--- config.mk ---
export PLATFORM = sky130hd
export DESIGN_NAME = rar_back
export DESIGN_NICKNAME = d
export VERILOG_FILES = /design/src/design/rar_pkg.sv /design/src/design/rar_back.sv
export SDC_FILE = /design/constraint.sdc
export NUM_CORES = 2
export LEC_CHECK = 0
export ABC_AREA = 1
export BUFFER_PORTS_ARGS = -buffer_cell sky130_fd_sc_hd__buf_2
export CORE_AREA = 3 3 235 410
export CTS_CLUSTER_DIAMETER = 30
export DETAILED_ROUTE_END_ITERATION = 10
export DIE_AREA = 0 0 238 413
export HOLD_SLACK_MARGIN = 0.06
export MAX_ROUTING_LAYER = met4
export PLACE_DENSITY = 0.75
export SYNTH_ARGS = -nofsm -noshare
export SYNTH_HDL_FRONTEND = slang
export SYNTH_SLANG_ARGS = --single-unit
--- constraint.sdc ---
create_clock -name i_clk -period 28.2 [get_ports i_clk]
set_input_delay 1.41 -clock i_clk [delete_from_list [all_inputs] [get_ports i_clk]]
set_output_delay 1.41 -clock i_clk [all_outputs]
set_load 0.02 [all_outputs]
--- src/design/rar_pkg.sv ---
// shared types and constants for the rational arithmetic reduce unit
package rar_pkg;
    localparam int OperandWidth = 32;

    typedef enum logic [1:0] {
        MODE_ADD = 2'd0,
        MODE_SUB = 2'd1,
        MODE_MUL = 2'd2,
        MODE_DIV = 2'd3
    } t_mode;

    // queue entry from front to back: signed magnitudes of raw result
    typedef struct packed {
        logic        zero;
        logic        neg;
        logic [63:0] num_mag;
        logic [63:0] den_mag;
    } t_job;
endpackage

--- src/design/rar_back.sv ---
// back end: binary gcd and two restoring divisions, one bit per cycle
module rar_back (
    input  logic               i_clk,
    input  logic               i_rst_n,
    input  logic               i_valid,
    output logic               o_ready,
    input  rar_pkg::t_job      i_job,
    output logic               o_valid,
    input  logic               i_ready,
    output logic signed [63:0] o_res_num,
    output logic [62:0]        o_res_den
);
    typedef enum logic [5:0] {
        S_IDLE  = 6'b000001,
        S_SHIFT = 6'b000010,
        S_GCD   = 6'b000100,
        S_DIVN  = 6'b001000,
        S_DIVD  = 6'b010000,
        S_OUT   = 6'b100000
    } t_state;

    t_state r_state, n_state;
    logic        r_neg;
    logic [63:0] r_n, r_d;      // original magnitudes
    logic [63:0] r_u, r_v;      // gcd working pair
    logic [5:0]  r_k;           // common power of two
    logic [63:0] r_g;
    logic [63:0] r_q, r_rem;
    logic [5:0]  r_bit;
    logic [63:0] r_qn;
    logic signed [63:0] r_res_num;
    logic [62:0] r_res_den;

    // divider step: shift in one dividend bit
    logic [64:0] trial;
    logic [63:0] dvd;
    assign dvd   = (r_state == S_DIVN) ? r_n : r_d;
    assign trial = {r_rem, dvd[r_bit]} - {1'b0, r_g};

    logic [63:0] u_diff;
    assign u_diff = (r_u > r_v) ? (r_u - r_v) : (r_v - r_u);

    always_comb begin
        n_state = r_state;
        case (r_state)
            S_IDLE:  if (i_valid) n_state = i_job.zero ? S_OUT : S_SHIFT;
            S_SHIFT: if (r_u[0] || r_v[0]) n_state = S_GCD;
            S_GCD:   if (r_u == r_v) n_state = S_DIVN;
            S_DIVN:  if (r_bit == '0) n_state = S_DIVD;
            S_DIVD:  if (r_bit == '0) n_state = S_OUT;
            S_OUT:   if (i_ready) n_state = S_IDLE;
            default: n_state = S_IDLE;
        endcase
    end

    always_ff @(posedge i_clk) begin
        if (!i_rst_n) begin
            r_state <= S_IDLE;
        end else begin
            r_state <= n_state;
        end
    end

    // datapath
    always_ff @(posedge i_clk) begin
        case (r_state)
            S_IDLE: begin
                r_neg <= i_job.neg;
                r_n <= i_job.num_mag; r_d <= i_job.den_mag;
                r_u <= i_job.num_mag; r_v <= i_job.den_mag;
                r_k <= '0;
                r_res_num <= 64'sd0;
                r_res_den <= 63'd1;
            end
            S_SHIFT: begin
                if (!(r_u[0] || r_v[0])) begin
                    r_u <= r_u >> 1; r_v <= r_v >> 1; r_k <= r_k + 6'd1;
                end
            end
            S_GCD: begin
                // strip factors of two, then subtract smaller from larger
                if (r_u == r_v) begin
                    r_g <= r_u << r_k;
                    r_bit <= 6'd63; r_rem <= '0; r_q <= '0;
                end else if (!r_u[0]) begin
                    r_u <= r_u >> 1;
                end else if (!r_v[0]) begin
                    r_v <= r_v >> 1;
                end else if (r_u > r_v) begin
                    r_u <= u_diff;
                end else begin
                    r_v <= u_diff;
                end
            end
            S_DIVN, S_DIVD: begin
                r_bit <= r_bit - 6'd1;
                if (r_bit == '0 && r_state == S_DIVN) begin
                    r_qn  <= {r_q[62:0], !trial[64]};
                    r_rem <= '0; r_q <= '0;
                end else if (!trial[64]) begin
                    r_rem <= trial[63:0];
                    r_q   <= {r_q[62:0], 1'b1};
                end else begin
                    r_rem <= {r_rem[62:0], dvd[r_bit]};
                    r_q   <= {r_q[62:0], 1'b0};
                end
                if (r_bit == '0 && r_state == S_DIVD) begin
                    r_res_num <= r_neg ? -$signed(r_qn) : $signed(r_qn);
                    r_res_den <= {r_q[61:0], !trial[64]};
                end
            end
            default: begin
            end
        endcase
    end

    assign o_ready   = (r_state == S_IDLE);
    assign o_valid   = (r_state == S_OUT);
    assign o_res_num = r_res_num;
    assign o_res_den = r_res_den;
endmodule

After elaboration in Yosys (flattened, before gate mapping)
Index checks and enable logic that the tools add are counted.
- $add $sub $neg: 6
- multipliers: 0
- divide/modulo/power cells: 0
- magnitude comparators: 2
- equal/unequal tests: 20
- shift-type cells: 1
- multiplexer cells: 40
- bitwise gates (word level): 0
- reduce and logical (&&, ||, !) cells: 20
- operator list (kind ; count):
    $mux W64 ; 17
    $pmux W64 S3 ; 2
    $pmux W64 S2 ; 2
    $pmux W63 S2 ; 2
    $sub A64 B64 Y64 ; 2
    $mux W63 ; 2
    $sub A65 B64 Y65 ; 1
    $eq A64 B64 Y1 ; 1
    $gt A64 B64 Y1 ; 1
    $neg A64 Y64 ; 1
    $shl A64 B6 Y64 ; 1
    $mux W6 ; 9
    $pmux W6 S6 ; 1
    $pmux W6 S2 ; 2
    $ne A2 B2 Y1 const B ; 8
    $reduce_and A2 Y1 ; 5
    $reduce_and A5 Y1 ; 2
    $ne A3 B3 Y1 const B ; 3
    $lt A6 B7 Y1 const B ; 1
    $add A6 B1 Y6 const B ; 1
    $bmux W1 S6 ; 1
    $eq A6 B1 Y1 const B ; 1
    $eq A6 B2 Y1 const B ; 1
    $eq A6 B3 Y1 const B ; 1
    other kinds (16) ; 21
- bits in registers: 657
- latch bits: 0
- RAM bits: 0
- ROM bits: 0
- input port bits: 134
- output and inout port bits: 129
- logic and storage cells: 105
- memories kept: 0

Longest topological paths before layout
- depth after elaboration: 8
- mapped depth: 34
- mapped depth without buffers: 32

Least setup slack after synthesis
Ideal clock, no wire load.
- kind: register -> register
- start point: reg r_bit[1]
- end point: reg r_res_den[0] (netlist: o_res_den[0]), enable pin
- setup time: 0.789 ns
- arrival time: 10.128 ns
- data required time: 27.411 ns
- slack: 17.283 ns
- cell stages (with the launch flop): 7
- buffers on the path: 2
- period minus slack after synthesis: 10.917 ns
- cells stage by stage: edfxtp_1 -> buf_2 -> inv_1 -> clkbuf_1 -> ha_1 -> nand4_1 -> o21ai_0
- cells in the longest elaborated chain, start to end: 4
- RTL lines (item ; RTL line ; text):
    start: declaration ; rar_back.sv:29 ; logic [5:0] r_bit;
    start signal: assignment ; rar_back.sv:96 ; r_bit <= r_bit - 6'd1;
    $logic_not A6 Y1 ; rar_back.sv:107 ; if (r_bit == '0 && r_state == S_DIVD) begin
    $logic_and A1 B1 Y1 ; rar_back.sv:107 ;
    $ne A2 B2 Y1 (no line) ; - ;
    $reduce_and A2 Y1 (no line) ; - ;
    end signal: assignment ; rar_back.sv:109 ; r_res_den <= {r_q[61:0], !trial[64]};
    end: declaration ; rar_back.sv:32 ; logic [62:0] r_res_den;
No other way between the ends.
A chain may end at the register's enable or synchronous reset.

Worst setup path after layout
- start point: reg r_state[0]
- end point: reg r_rem[62] (data pin)
- cells in the longest elaborated chain, start to end: 8
- elaborated cells on any way between the ends: 12
- those cells by class: 1 x add/sub; 3 x eq/ne; 6 x mux; 2 x reduce/logical
- RTL lines (item ; RTL line ; text):
    start: declaration ; rar_back.sv:22 ; t_state r_state, n_state;
    start signal: assignment ; rar_back.sv:60 ; r_state <= n_state;
    $eq A6 B4 Y1 ; rar_back.sv:37, rar_back.sv:66, rar_back.sv:97 ;
    $mux W64 ; rar_back.sv:37 ; assign dvd = (r_state == S_DIVN) ? r_n : r_d;
    $bmux W1 S6 ; rar_back.sv:38 ; assign trial = {r_rem, dvd[r_bit]} - {1'b0, r_g};
    $mux W1 (implied by the code) ; rar_back.sv:38 ;
    $sub A65 B64 Y65 ; rar_back.sv:38 ;
    $mux W64 ; rar_back.sv:100 ; end else if (!trial[64]) begin
    $mux W64 ; rar_back.sv:97 ; if (r_bit == '0 && r_state == S_DIVN) begin
    $pmux W64 S2 * ; rar_back.sv:66 ; case (r_state)
    end signal: assignment ; rar_back.sv:101 ; r_rem <= trial[63:0];
    end signal: assignment ; rar_back.sv:104 ; r_rem <= {r_rem[62:0], dvd[r_bit]};
    end: declaration ; rar_back.sv:28 ; logic [63:0] r_q, r_rem;
Every way passes the cells marked *; elsewhere a longest branch is shown, timed or not. The select of a mux whose other input is x is not followed.

==> run summary <==
Num CTS Buffers - 111
Syn-to-layout area delta - 13.1%
RSZ-0062 raised after global routing - no
worst-margin pin slew - 1.44 ns
Via density - 5.95
antenna-violating nets left - 0
largest net degree at the start of global routing - 132
DIE WIDTH - 238 um
PortBufs - 262
Worst EP required - 28.67 ns
clock tree buffer depth - 3
layout cells sized above 1 - 0.103
final setup TNS - 0 ns
synthesized area per cell - 7.61 um2
Ys Warns - 0
PwrDens - 153 mW/mm2
initial antenna violation count - 8
Yosys reg bits - 657
most common cell after layout, fill and taps aside - nand2_1
DRC Markers - 0
# Post-CTS Setup Buffers - 0
Post-synth ARST share - 0
DR iter-0 viols - 5029
final setup vio count - 0
CTS root buffer - clkbuf_16
number of global-route vias before repair - 44800
FP Rows - 148
slowest library cell on the worst path - clkinv_1
core area - 0.0931 mm2
fin crit share - 0.253
Arrival @ worst endpoint - 7.60 ns
clock-pin slew on the worst setup and hold paths - 0.07 ns
post-cts sizing count - 0
post-synthesis instance area - 0.0465 mm2
Pre-antenna DRT Iters - 6
Hold Path Class - reg -> reg
Setup Skew - 0.0673 ns
Post-synth EDFFs - 651
CP max FO - 98
Final Slew Violations - 0
Netlist cell types - 54
die area - 0.0983 mm2
most frequent cells in the layout - nand2_1, inv_1, nor2_1
final hold vios - 0
CTS tree - built
Final Total Pwr - 8.04 mW
Leakage - 23.6 nW
Synth Net Count - 6445
total number of vias - 45400
Routability Congestion - 1.11
Seq/Total Area, Yosys - 0.423
CP Capture Type - register
die height - 413 um
CP max stage delay - 0.90 ns
startpoint types - register
relative slew slack - 0.0312
max cap viols - 0
I/O pin cnt - 263
Post-Synthesis Cells - 6111
number of nets in the layout - 6651
WL/cell - 28.2 um
CTS Sinks - 657
Critical Path Most Common Cell - nand2_1
grt ovf - 0
Synth Flop Type - edfxtp_1
Crit Path Class - reg -> reg
Max IR drop VDD - 83.9 uV
H-tree depth - 3
cts hold-fix bufs - 0
Initial Util - 0.499
Clk Latency, worst-skew pair - 0.78 ns
FMAX - 0.140 GHz
first-pass GRT wire length - 304 mm
minimum clock period - 7.13 ns
GRT Overall Usage - 0.446
outcome - finished clean
drt total wl - 215 mm
Final HPWL DP - 169 mm
-- cells in the mapped netlist (15+ instances only) --
cell,n,area [um2]
xnor2_1,30,263
a22oi_1,37,278
nand2_1,1476,5540
ha_1,197,2460
edfxtp_1,651,19500
o21ai_0,553,2770
nor3_1,54,270
mux2i_1,72,721
xor2_1,110,963
o21ai_1,70,350
inv_2,15,56.3
o21ai_2,36,315
nand4_1,51,319
nand3_1,256,1280
nand2_2,24,150
buf_2,57,285
nor2_2,15,93.8
a21o_1,22,165
clkbuf_1,111,417
o211ai_1,36,270
o21bai_2,25,282
nor2_1,704,2640
a21oi_1,413,2070
o21bai_1,31,233
inv_1,887,3330
nor4_1,24,150
-- worst max-delay path: cells and delay by family, from the launching register on --
kind | cells | cell delay, ns
simple gates | 25 | 3.86
flops | 1 | 0.33
buf+inv | 4 | 1.83
fa+ha+maj | 2 | 0.76
-- stage by stage --
step | hold WS, ns | setup slack [ns] | utilization | area, um2 | instances
after global routing | 0.447 | 20.39 | 0.565 | 52600 | 7620
final | 0.432 | 21.07 | 0.565 | 52600 | 7622
after floorplan | 0.400 | 17.28 | - | 46500 | 6111
after detailed placement | 0.422 | 21.23 | 0.523 | 48700 | 7402
after global placement | 0.418 | 21.31 | 0.523 | 48700 | 7402
after CTS | 0.436 | 21.16 | 0.564 | 52600 | 7610
-- routing by layer --
metal / wire, um / up-vias / share of wire / GRT usage
met5: 0 / - / 0 / -
met4: 28600 / 0 / 0.13 / 0.453
met3: 16400 / 981 / 0.076 / 0.0858
met2: 103000 / 2656 / 0.48 / 0.737
met1: 66800 / 21100 / 0.31 / 0.425
li1: - / 20600 / - / -
-- sequential cells by signal (all words and copies together), names as in the netlist --
name	flops
r_d	64
r_v	64
r_state	6
r_rem	64
o_res_num	64
r_k	6
r_bit	6
r_n	64
r_neg	1
r_q	63
r_qn	64
r_u	64
o_res_den	63
r_g	64
-- worst paths after layout --
kind	from	endpoint	slack [ns]	cells past startpoint
worst max-delay path	r_state[0]	r_rem[62]	21.07	31
worst min-delay path	r_q[22]	r_qn[23]	0.43	0
worst max register to register	r_state[0]	r_rem[62]	21.07	31
worst min register to register	r_q[22]	r_qn[23]	0.43	0
-- logic make-up after synthesis --
| family | Yosys count | synth area share |
|---|---|---|
| AO/OA/AOI/OAI | 1272 | 0.152 |
| AND/OR/NAND/NOR | 2652 | 0.234 |
| XOR/XNOR | 140 | 0.0264 |
| flip-flops | 657 | 0.423 |
| buffers and inverters | 1118 | 0.0951 |
| multiplexers | 72 | 0.0155 |
| adder cells (fa/ha/maj) | 200 | 0.0543 |
-- cell type report --
class / instances / area [um2]
Antenna cell: 10 / 25.0
Clock buffer: 115 / 2790
Clock inverter: 93 / 1100
Fill cell: 8800 / 40500
Inverter: 908 / 3420
Multi-Input combinational cell: 4336 / 22500
Sequential cell: 657 / 19700
Tap cell: 1200 / 1500
Timing Repair Buffer: 303 / 1630
-- report_power, final --
| group | internal [mW] | total [mW] | leakage, nW | switching (mW) |
|---|---|---|---|---|
| clock | 0.838 | 1.41 | 1.89 | 0.570 |
| combinational | 1.12 | 4.76 | 15.5 | 3.64 |
| sequential | 1.61 | 1.86 | 6.29 | 0.251 |
| total | 3.57 | 8.04 | 23.6 | 4.46 |
No activity file was read; power rests on OpenSTA's default activity.
