File: src/design/rar_pkg.sv
// shared types and constants for the rational arithmetic reduce unit
package rar_pkg;
    localparam int OperandWidth = 32;

    typedef enum logic [1:0] {
        MODE_ADD = 2'd0,
        MODE_SUB = 2'd1,
        MODE_MUL = 2'd2,
        MODE_DIV = 2'd3
    } t_mode;

    // queue entry from front to back: signed magnitudes of raw result
    typedef struct packed {
        logic        zero;
        logic        neg;
        logic [63:0] num_mag;
        logic [63:0] den_mag;
    } t_job;
endpackage

File: src/design/rar_queue.sv
// two-entry queue between front and back
module rar_queue (
    input  logic          i_clk,
    input  logic          i_rst_n,
    input  logic          i_valid,
    output logic          o_ready,
    input  rar_pkg::t_job i_data,
    output logic          o_valid,
    input  logic          i_ready,
    output rar_pkg::t_job o_data
);
    rar_pkg::t_job r_mem [2];
    logic       r_wp, r_rp;
    logic [1:0] r_cnt;
    logic push, pop;

    assign o_ready = (r_cnt != 2'd2);
    assign o_valid = (r_cnt != 2'd0);
    assign o_data  = r_mem[r_rp];
    assign push    = i_valid && o_ready;
    assign pop     = o_valid && i_ready;

    // pointers and fill count
    always_ff @(posedge i_clk) begin
        if (!i_rst_n) begin
            r_wp <= 1'b0; r_rp <= 1'b0; r_cnt <= 2'd0;
        end else begin
            if (push) r_wp <= ~r_wp;
            if (pop)  r_rp <= ~r_rp;
            r_cnt <= r_cnt + 2'(push) - 2'(pop);
        end
    end

    always_ff @(posedge i_clk) begin
        if (push) r_mem[r_wp] <= i_data;
    end
endmodule

File: config.mk
export PLATFORM = sky130hd
export DESIGN_NAME = rar_queue
export DESIGN_NICKNAME = d
export VERILOG_FILES = /design/src/design/rar_pkg.sv /design/src/design/rar_queue.sv
export SDC_FILE = /design/constraint.sdc
export NUM_CORES = 1
export LEC_CHECK = 0
export BUFFER_PORTS_ARGS = -buffer_cell sky130_fd_sc_hd__buf_4
export CAP_MARGIN = 40
export CORE_UTILIZATION = 50
export DETAILED_ROUTE_END_ITERATION = 6
export GPL_TIMING_DRIVEN = 0
export PLACE_DENSITY = 0.77
export SLEW_MARGIN = 30
export SYNTH_ARGS = -nofsm -noshare
export SYNTH_HDL_FRONTEND = slang
export SYNTH_SLANG_ARGS = --single-unit
File: constraint.sdc
create_clock -name i_clk -period 7.5 [get_ports i_clk]
set_input_delay 0 -clock i_clk [delete_from_list [all_inputs] [get_ports i_clk]]
set_output_delay 0 -clock i_clk [all_outputs]
set_load 0.02 [all_outputs]
# [Yosys cells after proc, flatten, opt, wreduce, memory -nomap -nowiden]
# Memories as Yosys holds them, arrays and structs flattened. A register that Yosys moved wholly into a read port is not among the register bits.
# Cells that the tools add are included.
[word_totals] reg_bits=4 ramBits=260 input_bits=134 output_inout_bits=132 mem_count=1
[mem_list] memory="r_mem" depth=2 word_bits=130 rd=1 rd_ports_with_merged_regs=1 wr=1 line_no="rar_queue.sv:12" text="rar_pkg::t_job r_mem [2];"
[op_classes] n_addsub=2 eq_ne=1 muxes=4 bitwise_logic=2 reduce_logical=3
[ops] cell="$mux 1" n=4
[ops] cell="$add 2x1->2" n=1
[ops] cell="$logic_and 1x1->1" n=2
[ops] cell="$ne 2x2->1 const B" n=1
[ops] cell="$not 1->1" n=2
[ops] cell="$reduce_bool 2->1" n=1
[ops] cell="$sub 2x1->2" n=1

# [Depth between registers and ports, before layout]
# Gate-level depths: netlist of run 1.
[logic_depth] depth_word=4 mapped_depth=8 mapped_depth_nobuf=8

# [Least setup slack after synthesis of run 1]
# OpenSTA, ideal clock, no wires.
[synth_path] path_kind="register to register" start="register r_cnt[0]" end="memory r_mem[0][0] (netlist name), enable pin" setup_time_ns=0.621 arrival_time_ns=6.157 required_ns=6.879 path_slack_ns=0.722 path_stages_with_launch=4 path_buffers=0 path_cell_list="dfxtp_1 nand2b_1 nand2_1 nor2_1"
[synth_via] elab_chain_len=4
[synth_rtl] item="from (decl)" line_no="rar_queue.sv:14" text="logic [1:0] r_cnt;"
[synth_rtl] item="from (signal assigned)" line_no="rar_queue.sv:30" text="r_cnt <= r_cnt + 2'(push) - 2'(pop);"
[synth_rtl] item="$ne 2x2->1" line_no="rar_queue.sv:17" text="assign o_ready = (r_cnt != 2'd2);"
[synth_rtl] item="named net o_ready" line_no="rar_queue.sv:6" text="output logic o_ready,"
[synth_rtl] item="$logic_and 1x1->1" line_no="rar_queue.sv:20" text="assign push = i_valid && o_ready;"
[synth_rtl] item="$mux 1" line_no="rar_queue.sv:35" text="if (push) r_mem[r_wp] <= i_data;"
[synth_rtl] item="$mux 1 (implied by the code)" line_no="rar_queue.sv:35"
[synth_rtl] item="to (decl)" line_no="rar_queue.sv:12"
# The timed path passes the listed nets, and every way through them passes these cells.

# [Worst setup path in the final report of run 1]
[layout_path] start="register r_cnt[0]" end="memory r_mem[0][79] (netlist name), enable pin"
[layout_via] elab_chain_len=4
[layout_rtl] item="$ne 2x2->1" line_no="rar_queue.sv:17"
[layout_rtl] item="$logic_and 1x1->1" line_no="rar_queue.sv:20"
[layout_rtl] item="$mux 1" line_no="rar_queue.sv:35"
[layout_rtl] item="$mux 1 (implied by the code)" line_no="rar_queue.sv:35"
# No other way between the ends.

==> results of run 1 <==
## layer usage
metal,share of wire,up-vias
met3,0.069,49
li1,-,2578
met4,0.027,0
met5,0,-
met2,0.54,224
met1,0.37,2747
## sequential cells by signal (all words and copies together) (netlist names), named ones only
signal / cells
r_cnt: 2
r_wp: 1
r_rp: 1
r_mem: 260
## placed cells by master (no fill, tap or decap)
cell           Yosys  final
buf_4              1    266
edfxtp_1         260    260
dlygate4sd3_1      0    133
mux2_2           130    130
clkbuf_16          0     27
buf_6             10     10
buf_16             0      8
clkbuf_1           0      6
dfxtp_1            5      5
clkinv_2           0      5
clkbuf_8           0      4
buf_2              3      3
xnor2_1            3      3
bufinv_16          0      3
nand2b_1           2      2
nand2_1            2      2
nor2b_1            2      2
and2_1             2      2
ha_1               2      2
clkinv_4           0      2
o21a_1             1      1
or2_2              1      1
inv_1              1      1
and3_4             0      1
nor2_4             0      1
mux2i_1            1      1
clkinvlp_4         0      1
clkinv_1           0      1
## timing repair
| item | CTS | global route |
|---|---|---|
| hold endpoints to repair | 265 | 0 |
| setup buffers | 0 | 0 |
| hold buffers | 133 | 0 |
## worst min-delay path by stage
stage | start | end | slack (ps) | cells past startpoint
finish | i_data[60] | r_mem[1][60] | 210 | 2
global route | i_data[9] | r_mem[0][9] | 200 | 2
CTS | i_data[59] | r_mem[0][59] | 190 | 2
detailed placement | i_data[100] | r_mem[0][100] | 190 | 1
global placement | i_data[13] | r_mem[0][13] | 180 | 1
floorplan | i_data[0] | r_mem[0][0] | 100 | 0
## where the power goes
part | total [W] | switching, W | internal (W)
clock | 0.00133 | 0.000529 | 0.000806
sequential | 0.00191 | 0.0000509 | 0.00186
combinational | 0.00141 | 0.000728 | 0.000677
## layout make-up
class / instances / area (µm²)
Timing Repair Buffer: 406 / 3540
Clock inverter: 12 / 144
Clock buffer: 37 / 753
Multi-Input combinational cell: 148 / 1610
Buffer: 14 / 135
Tap cell: 260 / 325
Fill cell: 1004 / 4410
Inverter: 1 / 3.75
Sequential cell: 265 / 7910
## stage by stage
stage | setup WS (ps) | hold slack [ps] | util | TNS [ps]
after global placement | -1560 | 185 | 0.635 | -200860
final | 5370 | 210 | 0.766 | 0
after CTS | 5340 | 189 | 0.766 | 0
after global routing | 5280 | 204 | 0.766 | 0
after floorplan | 722 | 98.9 | - | 0
after detailed placement | 5350 | 188 | 0.647 | 0
## cell families (layout without fill, tap and decap cells)
group                    count (synthesis)  after routing  synth area share
AND/OR/NAND/NOR                         11             11           0.00636
flip-flops                             265            265             0.820
XOR/XNOR                                 3              3           0.00273
multiplexers                           131            131             0.153
adder cells (fa/ha/maj)                  2              2           0.00260
buffers and inverters                   15            470            0.0144
AO/OA/AOI/OAI                            1              1          0.000779
==> results.sh, run 1 <==
export IMPL_path_cells="nand2b_1 > nand2_1 > nor2_4 > buf_16 > buf_16 > buf_16"
export IMPL_grt_busiest_layer="met2"
export IMPL_status="finished, final reports clean"
export IMPL_cts_buffers=27
export IMPL_firstDrtPassIters=4
export IMPL_synthArstFlopShare=0
export IMPL_yosysSeqAreaShare=0.820
export IMPL_vias_per_cell=4.90
export IMPL_synth_nets=564
export IMPL_post_drt_wl_per_cell_um=19.0
export IMPL_ios=266
export IMPL_end_kind="register"
export IMPL_stdcell_area_um2=14400
export IMPL_synthCells=428
export IMPL_skew_ps=9.03
export IMPL_globalRoute_totalOverflow=0
export IMPL_dieArea_um2=19800
export IMPL_port_buffers=265
export IMPL_nNetsFinal=999
export IMPL_place_area_um2=12200
export IMPL_synthTopCellsByCount="260 x edfxtp_1, 130 x mux2_2, 10 x buf_6, 5 x dfxtp_1"
export IMPL_area_delta_synth_final_pct=49.5
export IMPL_worstReg2RegStart="r_cnt[0]"
export IMPL_rsz0062_at_grt="no"
export IMPL_clockRootBuffer="clkbuf_16"
export IMPL_grt_usage=0.216
export IMPL_powerDensity_nw_per_um2=322
export IMPL_grt_pass1_wl_mm=32.7
export IMPL_drtAntennaViolNets=0
export IMPL_routed_wirelength_mm=21.7
export IMPL_grt_max_degree=51
export IMPL_ys_ff_latch=265
export IMPL_finalHoldViolCount=0
export IMPL_cp_arrival_ps=2340
export IMPL_cp_required_ps=7710
export IMPL_hold_class="input pin to register"
export IMPL_die_h_um=141
export IMPL_dp_cells=961
export IMPL_crit_cells=6
export IMPL_syn_mean_instance_area_um2=22.5
export IMPL_critPathBufInv=3
export IMPL_met1_usage=0.239
export IMPL_crit_start="r_cnt[0]"
export IMPL_drtIter0Drc=197
export IMPL_clkLatencyLatePin_ps=510
export IMPL_clock_path_buffers=3
export IMPL_final_cells=1143
export IMPL_cap_viol_max_count=0
export IMPL_remaining_drc_errors=0
export IMPL_fmax_ghz=0.470
export IMPL_min_period_ps=2130
export IMPL_synth_most_common_cell="edfxtp_1"
export IMPL_path_clk_slew_ps=60
export IMPL_synthFlopType="edfxtp_1"
export IMPL_worstMarginPinSlew_ps=571
export IMPL_finalWeightedCongestion=0.719
export IMPL_reg2reg_setup_slack_ps=5370
export IMPL_cp_start_kind="register"
export IMPL_p_total_w=0.00465
export IMPL_yosysTopAreaCellShare=0.810
export IMPL_worst_r2r_cell_count=6
export IMPL_htree_num_levels=1
export IMPL_path_common_cell="buf_16"
export IMPL_cpPeakStageDelay_ps=480
export IMPL_cts_sinks=265
export IMPL_num_vias=5598
export IMPL_slew_headroom=0.619
export IMPL_r2r_end="r_mem[0][79]"
export IMPL_start_util=0.512
export IMPL_critical_path_class="register to register"
export IMPL_synth_top_area_cell="edfxtp_1"
export IMPL_use_met2=0.404
export IMPL_grt_pass1_vias=6236
export IMPL_die_x_um=141
export IMPL_use_met3=0.0543
export IMPL_synth_edf_count=260
export IMPL_cts_resized=0
export IMPL_antennaDiodeCount=0
export IMPL_crit_end="r_mem[0][79]"
export IMPL_syn_area_um2=9640
export IMPL_coreArea_um2=18800
export IMPL_critPathSlowestCell="nor2_4"
export IMPL_fin_crit_sh=0.284
export IMPL_yosys_cell_types_count=18
export IMPL_synth_area_leaders="edfxtp_1 81%, mux2_2 15%, buf_6 1.2%, dfxtp_1 1.0%, xnor2_1 0.27%"
export IMPL_cts_tree="yes"
export IMPL_cpLargestDelayFamily="simple AND/OR/NAND/NOR gates"
export IMPL_setup_viol=0
export IMPL_place_hpwl_mm=12.8
export IMPL_ys_warnings_count=0
export IMPL_ir_drop_uv=240
export IMPL_rows=50
export IMPL_slew_viol_final=0
export IMPL_antenna_found_initial=0
export IMPL_leakagePower_nw=5.46
export IMPL_path_max_fanout=22
export IMPL_layout_drive_gt1_share=0.523
Note: power is estimated with default switching activity, not from simulation.
==> run 2, diff against run 1 <==
==> constraint.sdc (replaced) <==
create_clock -name i_clk -period 2.2 [get_ports i_clk]
set_input_delay 0 -clock i_clk [delete_from_list [all_inputs] [get_ports i_clk]]
set_output_delay 0 -clock i_clk [all_outputs]
set_load 0.02 [all_outputs]
==> run 2 against run 1 <==
Compared with the run above: worst setup slack lost 5200 ps; cell count hardly changed; via count is 0.30% lower; clock power rose to 3.2 times the previous value; sequential power grew to 3.4 times the previous value; critical path type unchanged.
==> results.sh, run 2 (synthesis results as in run 1) <==
export IMPL_status="finished, final reports clean"
export IMPL_cts_resized=0
export IMPL_grt_max_degree=50
export IMPL_grt_pass1_wl_mm=31.9
export IMPL_path_clk_slew_ps=60
export IMPL_dpl_worst_slack_ps=214
export IMPL_largest_register="r_mem"
export IMPL_remaining_drc_errors=0
export IMPL_reg2reg_setup_slack_ps=200
export IMPL_grt_usage=0.208
export IMPL_cp_start_kind="register"
export IMPL_dieArea_um2=19800
export IMPL_critical_path_class="register to register"
export IMPL_skew_ps=11.8
export IMPL_clockRootBuffer="clkbuf_16"
export IMPL_cap_viol_max_count=0
export IMPL_post_drt_wl_per_cell_um=18.0
export IMPL_worstMarginPinSlew_ps=586
export IMPL_coreArea_um2=18800
export IMPL_grt_pass1_vias=6207
export IMPL_antenna_found_initial=1
export IMPL_num_vias=5581
export IMPL_clock_path_buffers=3
export IMPL_drtAntennaViolNets=0
export IMPL_drtIter0Drc=233
export IMPL_leakagePower_nw=5.43
export IMPL_rsz0062_at_grt="no"
export IMPL_area_sequential_um2=7910
export IMPL_htree_num_levels=1
export IMPL_ios=266
export IMPL_start_util=0.512
export IMPL_min_period_ps=2000
export IMPL_powerDensity_nw_per_um2=1080
export IMPL_ir_drop_uv=857
export IMPL_hold_class="input pin to register"
export IMPL_nFillCells=1017
export IMPL_layout_drive_gt1_share=0.522
export IMPL_fmax_ghz=0.501
export IMPL_mostFrequentLayoutCells="266 x buf_4, 260 x edfxtp_1, 133 x dlygate4sd3_1"
export IMPL_path_common_cell="buf_16"
export IMPL_reg_top3="r_mem: 260 flops, r_cnt: 2 flops"
export IMPL_finalWeightedCongestion=0.684
export IMPL_path_cells="nand2b_4 > nand2_4 > nor2_4 > buf_16 > buf_16 > buf_16"
export IMPL_die_x_um=141
export IMPL_place_area_um2=12200
export IMPL_nNetsFinal=1000
export IMPL_firstDrtPassIters=4
export IMPL_cts_tree="yes"
export IMPL_clkLatencyLatePin_ps=510
export IMPL_area_delta_synth_final_pct=49.0
export IMPL_cts_sinks=265
export IMPL_slew_viol_final=0
export IMPL_setup_viol=0
export IMPL_place_hpwl_mm=12.6
export IMPL_critPathSlowestCell="nor2_4"
export IMPL_setup_tns_final_ps=0
export IMPL_globalRoute_totalOverflow=0
export IMPL_path_max_fanout=24
export IMPL_stdcell_area_um2=14400
export IMPL_final_common_cell="buf_4"
export IMPL_vias_per_cell=4.89
export IMPL_end_kind="register"
export IMPL_cts_buffers=27
export IMPL_cp_required_ps=2410
export IMPL_routed_wirelength_mm=20.5
export IMPL_finalHoldViolCount=0
export IMPL_fin_crit_sh=0.907
export IMPL_die_h_um=141
export IMPL_multi_input_area_um2=1620
export IMPL_setup_slack_ps=205
export IMPL_cpPeakStageDelay_ps=480
export IMPL_cp_arrival_ps=2200
export IMPL_rows=50
export IMPL_port_buffers=265
export IMPL_slew_headroom=0.608
export IMPL_largest_reg_flops=260
[run 2: report_power, final]
group | switching (W) | internal (W)
logic | 0.00245 | 0.00233
clock network | 0.00178 | 0.00247
registers | 0.000170 | 0.00633
[run 2: cell type report]
cell class                 count  share of cell area
antenna                        1            0.000174
buffer                        14             0.00941
clock buffer                  32              0.0483
clock inverter                14             0.00819
inverter                       1            0.000261
multi-input combinational    148               0.113
sequential                   265               0.551
tap                          260              0.0227
timing repair buffer         407               0.247
[run 2: metrics by stage]
stage / instances / hold WS [ps] / total power, W / utilization
2_1_floorplan: 428 / 98.9 / 0.00923 / -
3_3_place_gp: 953 / 184 / 0.0109 / 0.636
3_5_place_dp: 962 / 188 / 0.0112 / 0.649
4_1_cts: 1141 / 192 / 0.0156 / 0.763
5_1_grt: 1142 / 193 / 0.0161 / 0.763
6_report: 1142 / 209 / 0.0155 / 0.763
[run 2: path summary, 6_finish.rpt]
path | from | to | depth (start not counted)
worst min register to register | r_wp | r_wp | 2
worst max-delay path | r_cnt[0] | r_mem[0][77] | 6
worst min-delay path | i_data[80] | r_mem[0][80] | 2
worst max register to register | r_cnt[0] | r_mem[0][77] | 6
[run 2: per-layer routing]
layer	share of wire	track usage	vias to the layer above
met5	0	0	-
li1	-	-	2575
met2	0.53	0.386	205
met3	0.062	0.0516	51
met1	0.38	0.234	2750
met4	0.029	0.0698	0
[run 2: repair_timing]
item                                   CTS  global route
setup buffers                            0             0
hold buffers                           133             0
endpoints found under the hold margin  275             0
[run 2: worst max-delay path: cells and delay by family, from the launching register on]
family | cells | cell delay [ps]
buffers and inverters | 3 | 590
and+or+nand+nor | 3 | 720
DFF | 1 | 350
